**config.mk**
```make
export PLATFORM = sky130hd
export DESIGN_NAME = start_byte_length_frame_receiver_core
export DESIGN_NICKNAME = d
export VERILOG_FILES = /design/src/sblfr_pkg.sv /design/src/sblfr_store.sv /design/src/start_byte_length_frame_receiver_core.sv
export SDC_FILE = /design/constraint.sdc
export NUM_CORES = 1
export LEC_CHECK = 0
export BUFFER_PORTS_ARGS = -buffer_cell sky130_fd_sc_hd__buf_4
export CORE_MARGIN = 2
export CORE_UTILIZATION = 35
export DETAILED_ROUTE_END_ITERATION = 16
export PLACE_DENSITY_LB_ADDON = 0.25
export SLEW_MARGIN = 10
export SYNTH_ARGS = -nofsm -noshare
export SYNTH_HDL_FRONTEND = slang
export SYNTH_HIERARCHICAL = 1
export SYNTH_SLANG_ARGS = --single-unit
```
**constraint.sdc**
```tcl
create_clock -name clk -period 5.47 [get_ports clk]
set_input_delay 0.8205 -clock clk [delete_from_list [all_inputs] [get_ports clk]]
set_output_delay 0.8205 -clock clk [all_outputs]
set_load 0.1 [all_outputs]
```
**src/sblfr_pkg.sv**
```systemverilog
`timescale 1ns / 1ps
// shared types and constants for the start-byte length-prefixed frame receiver
// no dependencies

package sblfr_pkg;

  localparam int DATA_W          = 8;
  localparam int POS_W           = 6;
  localparam int STORE_DEPTH     = 64;
  localparam int ADDR_W          = 6;
  localparam int COUNT_W         = 7;
  localparam int FLEN_W          = 9;

  localparam int FRAME_CAPACITY  = 64;
  localparam int HEADER_BYTES    = 3;
  localparam int LENGTH_POSITION = 2;

  typedef struct packed {
    logic              wr_en;
    logic [ADDR_W-1:0] wr_addr;
    logic [DATA_W-1:0] wr_data;
    logic              rd_en;
    logic [ADDR_W-1:0] rd_addr;
  } store_req_t;

endpackage

```
**src/sblfr_store.sv**
```systemverilog
`timescale 1ns / 1ps
// frame byte store: one write port, one read port with registered read data
// depends on sblfr_pkg

module sblfr_store (
  input  logic                         clk,
  input  sblfr_pkg::store_req_t        req,
  output logic [sblfr_pkg::DATA_W-1:0] rd_data
);

  logic [sblfr_pkg::DATA_W-1:0] mem [sblfr_pkg::STORE_DEPTH];
  logic [sblfr_pkg::DATA_W-1:0] rd_data_r;

  always_ff @(posedge clk) begin
    if (req.wr_en) begin
      mem[req.wr_addr] <= req.wr_data;
    end
    if (req.rd_en) begin
      rd_data_r <= mem[req.rd_addr];
    end
  end

  assign rd_data = rd_data_r;

endmodule

```
**src/start_byte_length_frame_receiver_core.sv**
```systemverilog
`timescale 1ns / 1ps
// start-byte length-prefixed frame receiver, top level
// depends on sblfr_pkg and sblfr_store
//
// Received bytes are taken one per cycle while no frame is being read out. A frame opens
// on the configured start byte; once the header is in, the length byte gives the frame
// length as payload + header + 1. A frame longer than FRAME_CAPACITY is dropped silently.
// A complete frame is read out of the byte store one beat per cycle, start
// byte first, with its position and a last mark; the input is held off from the beat
// that completes the frame until the last read is issued. Back-pressure on the output
// stalls the readout. The start byte register may be written at any time the block
// is idle.

module start_byte_length_frame_receiver_core #(
  parameter int FRAME_CAPACITY  = sblfr_pkg::FRAME_CAPACITY,
  parameter int HEADER_BYTES    = sblfr_pkg::HEADER_BYTES,
  parameter int LENGTH_POSITION = sblfr_pkg::LENGTH_POSITION
) (
  input  logic                         clk,
  input  logic                         rst_n,
  input  logic                         cfg_valid,
  output logic                         cfg_ready,
  input  logic [sblfr_pkg::DATA_W-1:0] cfg_start_marker,
  input  logic                         in_valid,
  output logic                         in_ready,
  input  logic [sblfr_pkg::DATA_W-1:0] in_data_byte,
  input  logic                         in_receive_enabled,
  output logic                         out_valid,
  input  logic                         out_ready,
  output logic [sblfr_pkg::DATA_W-1:0] out_frame_byte,
  output logic [sblfr_pkg::POS_W-1:0]  out_byte_position,
  output logic                         out_last_byte
);

  localparam int CW = sblfr_pkg::COUNT_W;
  localparam int FW = sblfr_pkg::FLEN_W;
  localparam int AW = sblfr_pkg::ADDR_W;

  localparam logic [CW-1:0] CAP_C  = CW'(FRAME_CAPACITY);
  localparam logic [CW-1:0] HDR_C  = CW'(HEADER_BYTES);
  localparam logic [CW-1:0] LPOS_C = CW'(LENGTH_POSITION);
  localparam logic [FW-1:0] CAP_F  = FW'(FRAME_CAPACITY);
  localparam logic [FW-1:0] HDR_F  = FW'(HEADER_BYTES + 1);

  typedef enum logic {
    S_RECV,
    S_DUMP
  } state_t;

  state_t                       state_r, state_nxt;
  logic [sblfr_pkg::DATA_W-1:0] marker_r;
  logic [CW-1:0]                held_r, held_nxt;
  logic [sblfr_pkg::DATA_W-1:0] len_r, len_nxt;
  logic [CW-1:0]                dump_len_r, dump_len_nxt;
  logic [CW-1:0]                rd_idx_r, rd_idx_nxt;
  logic                         out_valid_r, out_valid_nxt;
  logic [sblfr_pkg::POS_W-1:0]  pos_r, pos_nxt;
  logic                         last_r, last_nxt;

  sblfr_pkg::store_req_t        req;
  logic [sblfr_pkg::DATA_W-1:0] rd_data;

  logic          in_fire;
  logic          do_write;
  logic [CW-1:0] held_inc;
  logic [FW-1:0] flen;
  logic          rd_last;

  sblfr_store u_store (
    .clk     (clk),
    .req     (req),
    .rd_data (rd_data)
  );

  assign cfg_ready = 1'b1;
  assign in_ready  = (state_r == S_RECV);
  assign in_fire   = in_valid && in_ready;

  assign do_write = in_fire && in_receive_enabled
                    && !(held_r == '0 && in_data_byte != marker_r)
                    && (held_r < CAP_C);
  assign held_inc = held_r + CW'(1);
  assign len_nxt  = (do_write && held_r == LPOS_C) ? in_data_byte : len_r;
  assign flen     = FW'(len_nxt) + HDR_F;
  assign rd_last  = (rd_idx_r + CW'(1)) == dump_len_r;

  always_comb begin
    req.wr_en   = do_write;
    req.wr_addr = held_r[AW-1:0];
    req.wr_data = in_data_byte;
    req.rd_en   = (state_r == S_DUMP) && (!out_valid_r || out_ready);
    req.rd_addr = rd_idx_r[AW-1:0];
  end

  always_comb begin
    state_nxt     = state_r;
    held_nxt      = held_r;
    dump_len_nxt  = dump_len_r;
    rd_idx_nxt    = rd_idx_r;
    out_valid_nxt = out_valid_r;
    pos_nxt       = pos_r;
    last_nxt      = last_r;

    if (in_fire && in_receive_enabled && !(held_r == '0 && in_data_byte != marker_r)) begin
      if (held_r >= CAP_C) begin
        held_nxt = '0;
      end else if (held_inc < HDR_C) begin
        held_nxt = held_inc;
      end else if (flen > CAP_F) begin
        held_nxt = '0;
      end else if (FW'(held_inc) >= flen) begin
        held_nxt     = '0;
        dump_len_nxt = flen[CW-1:0];
        rd_idx_nxt   = '0;
        state_nxt    = S_DUMP;
      end else begin
        held_nxt = held_inc;
      end
    end

    if (out_ready) begin
      out_valid_nxt = 1'b0;
    end
    if (req.rd_en) begin
      out_valid_nxt = 1'b1;
      pos_nxt       = rd_idx_r[sblfr_pkg::POS_W-1:0];
      last_nxt      = rd_last;
      rd_idx_nxt    = rd_idx_r + CW'(1);
      if (rd_last) begin
        state_nxt = S_RECV;
      end
    end
  end

  always_ff @(posedge clk) begin
    if (!rst_n) begin
      state_r     <= S_RECV;
      marker_r    <= '0;
      held_r      <= '0;
      out_valid_r <= 1'b0;
    end else begin
      state_r     <= state_nxt;
      held_r      <= held_nxt;
      out_valid_r <= out_valid_nxt;
      if (cfg_valid && cfg_ready) begin
        marker_r <= cfg_start_marker;
      end
    end
    len_r      <= len_nxt;
    dump_len_r <= dump_len_nxt;
    rd_idx_r   <= rd_idx_nxt;
    pos_r      <= pos_nxt;
    last_r     <= last_nxt;
  end

  assign out_valid         = out_valid_r;
  assign out_frame_byte    = rd_data;
  assign out_byte_position = pos_r;
  assign out_last_byte     = last_r;

endmodule

```
==> results by group <==
Outcome
  • Status: completed

Floorplanning
  • Die Height: 260 um
  • # rows: 93
  • Die X: 260 um
  • Die ar.: 67400 um2
  • Initial Util: 0.354
  • Core footprint: approximately 65000 um2
  • Num ports: 40

Synthesis
  • Syn Inst Count: 1198
  • Cell Area, Synth: ~23000 um2
  • Leading area contributor after synthesis: edfxtp_1
  • Synth top area cells: edfxtp_1 (71%), mux4_2 (12%), dfxtp_1 (2.2%), nor2_1 (1.7%), mux2i_1 (1.5%)
  • Syn_nets: about 1200
  • Mean Syn Cell Area: 19.1 um2
  • Top-area cell type share of the netlist area: 0.710
  • EDFF count, synth: 541
  • Synthesis warning total: 6
  • Synth Flop Type: edfxtp_1
  • Distinct cells, synth: 71
  • Synth Register Bits: 566
  • Share of the yosys chip area belonging to registers: 0.732
  • Ys async rst share: 0

Cells and area
  • Commonest cells after routing, fill and taps aside: edfxtp_1 (541), mux4_2 (126), buf_4 (120)
  • Share of cells above drive strength 1: 0.270
  • Area Growth Syn to Fin: 15.7%
  • Most common cell after layout, fill and taps aside: edfxtp_1
  • Layout Nets: 1355
  • Filler instances: around 5700
  • Final core occ: 0.410

Power
  • P_leak: 8.56 nW
  • Max rail drop VDD: 0.000265 V
  • Pwr Density: 336 nW/um2

Global route
  • Number of antenna violations at the first check in global routing: 1
  • GRT Residual Overflow: 0
  • Global-route wire length before repair: about 81000 um
  • Vias in the first global route: 12000
  • GRT Util Overall: 0.164
  • Maximum number of pins on one net before global-route repair: 72

Timing
  • RSZ-0062 raised after global routing: no
  • Fin crit period: 5.09 ns
  • # setup viols final: 0
  • Max-slew headroom: 0.369
  • Max Slew Vio Count: 0
  • Final hold vios: 0
  • Fin Hold WS: ~0.45 ns
  • Final setup TNS: 0 ns
  • Fmax: 196 MHz
  • Clock skew: 0.0248 ns
  • Tcrit/Tclk final: 0.931
  • Slew @ Worst Pin: 0.946 ns

Setup path
  • Largest fanout on the critical path: 8
  • Critical path, cell by cell: or4_4 -> nor4_2 -> mux2_1 -> or3b_2 -> ha_1 -> and3_1 -> xnor2_1 -> mux2_2 -> ha_1 -> nand4_1 -> nor2b_1 -> a221o_1 -> o32a_2 -> o211ai_2 -> nand3b_2 -> nand2_1
  • RR Endpoint: rd_idx_r[2]$_SDFFCE_PN0P_
  • Critical path depth: 16
  • R2R cell count: 16
  • Required @ worst endpoint: 5.77 ns
  • WP data arrival: between 5 and 6 ns
  • Setup CP Type: reg -> reg
  • Reg2Reg Setup Slack: 0.38 ns
  • Worst path bufs/invs: 0
  • Startpoint class of the critical path: flip-flop
  • CP top delay family: simple AND/OR/NAND/NOR gates
  • Slowest stage delay, CP: 0.56 ns
  • CP endpoint kind: flip-flop
  • R2r startpoint: held_r[6]$_SDFFE_PN0N_
  • Most used cell, CP: ha_1
  • Highest-delay cell along the critical path: or4_4

CTS
  • CTS tree: built
  • CTS clk-pin slew, worst paths: 0.06 ns
  • Clk root buf: clkbuf_16
  • Setup Buffers After CTS: 0
  • Clock buffer depth: 3
  • Clock latency on the worst-skew pair: just over 0.6 ns
  • CTS H-Tree Depth: 2
  • CTS sink count: 566
  • Num CTS Buffers: 59

Worst hold path
  • Worst min-delay path startpoint: cfg_start_marker[1]
  • Hold depth: 3
  • Worst hold endpoint: marker_r[1]$_SDFFE_PN0P_
  • Hold Crit Class: in -> reg

Routing
  • Drt first pass iters: 4
  • Wirelength per Cell: 24.4 um
  • Vias post-DR: between 10000 and 15000
  • Routed Antenna Nets: 0
  • Final wirelength: ~54000 um
  • Residual DRC count: 0
  • Vias per cell: roughly 5.2
  • 1st-iter DRT viols: 782

Place
  • GPL Wtd Cong: 0.831
  • # port buffers: 38
  • DP Wirelength: roughly 34000 um

Job
  • Max-cap violations: 0
worst reg2reg max path: stages (launching register included):
cell,delay (ns)
dfxtp_1,0.35
or4_4,0.56
nor4_2,0.38
mux2_1,0.38
or3b_2,0.49
ha_1,0.33
and3_1,0.27
xnor2_1,0.13
mux2_2,0.28
ha_1,0.30
nand4_1,0.14
nor2b_1,0.14
a221o_1,0.18
o32a_2,0.15
o211ai_2,0.14
nand3b_2,0.30
nand2_1,0.26
layer usage:
metal | global-route usage | routed length, um | up-vias
met5 | 0 | 0 | -
met4 | 0.0433 | 1200 | 0
met3 | 0.0255 | 2480 | 79
met2 | 0.276 | 26900 | 278
met1 | 0.222 | 23700 | 6140
li1 | - | - | 5112
layout make-up:
class / count / area, um2 / area share
Tap cell: 855 / 1070 / 0.0404
Multi-Input combinational cell: 553 / 5710 / 0.216
Sequential cell: 566 / 16700 / 0.633
Clock inverter: 31 / 368 / 0.0139
Clock buffer: 76 / 1560 / 0.0590
Antenna cell: 2 / 5.00 / 0.000189
Timing Repair Buffer: 122 / 941 / 0.0355
Inverter: 19 / 71.3 / 0.00269
worst max path at each step:
| stage | startpoint | end | slack (ns) |
|---|---|---|---|
| after floorplan | in_data_byte[7] | rd_idx_r[0]$_SDFFCE_PN0P_ | 0.40 |
| after global routing | held_r[5]$_SDFFE_PN0N_ | rd_idx_r[2]$_SDFFCE_PN0P_ | 0.04 |
| after CTS | held_r[1]$_SDFFE_PN0N_ | rd_idx_r[2]$_SDFFCE_PN0P_ | 0.37 |
| after detailed placement | in_data_byte[2] | rd_idx_r[5]$_SDFFCE_PN0P_ | 0.27 |
| after global placement | in_data_byte[2] | rd_idx_r[5]$_SDFFCE_PN0P_ | 0.30 |
| final | held_r[6]$_SDFFE_PN0N_ | rd_idx_r[2]$_SDFFCE_PN0P_ | 0.38 |
stage by stage:
stage | power (mW) | cell area [um2] | instances | worst slack [ns]
after global routing | 9.18 | 26500 | 2222 | 0.0394
after CTS | 9.00 | 26500 | 2222 | 0.369
after global placement | 4.98 | 24500 | 2115 | 0.300
after detailed placement | 4.99 | 24500 | 2115 | 0.272
after floorplan | 4.88 | 22900 | 1198 | 0.404
final | 8.91 | 26500 | 2224 | 0.379
sequential cells by signal, indices dropped and copies added, names as in the netlist:
signal and cells:
rd_idx_r 7, len_r 8, out_valid 1, u_store/rd_data 8, dump_len_r 7, state_r 1
marker_r 8, out_last_byte 1, held_r 7, u_store/mem 512, out_byte_position 6
cell usage after synthesis (all sizes together) (7+ instances only):
master and instances:
xor2 22, clkbuf 23, a21oi 12, inv 19, nand2 29, nor2b 17
xnor2 10, o21ai 12, o22ai 8, edfxtp 541, nand2b 11, mux4 126
nor2 105, o221ai 8, buf 37, a221oi 8, nand3 29, nor3 9
nor4 7, dfxtp 25, mux2 20, mux2i 34, ha 12
report_power, final:
part	internal, mW	total, mW	switching (mW)
combinational	0.0330	0.137	0.104
sequential	4.74	4.75	0.00651
clock	2.38	4.02	1.64
logic make-up after synthesis:
family          Yosys count  share of synthesized area
fa+ha+maj                12                    0.00656
other cells               1                   0.000164
mux                     180                      0.149
flops                   566                      0.732
compound gates           92                     0.0308
simple gates            236                     0.0508
xor+xnor                 32                     0.0122
buf+inv                  79                     0.0190
repair_timing:
action	4_1_cts	5_1_grt
hold buffers	0	0
resized for setup	0	1
setup endpoints to repair	0	9
Power figures use the tool's default switching activity.
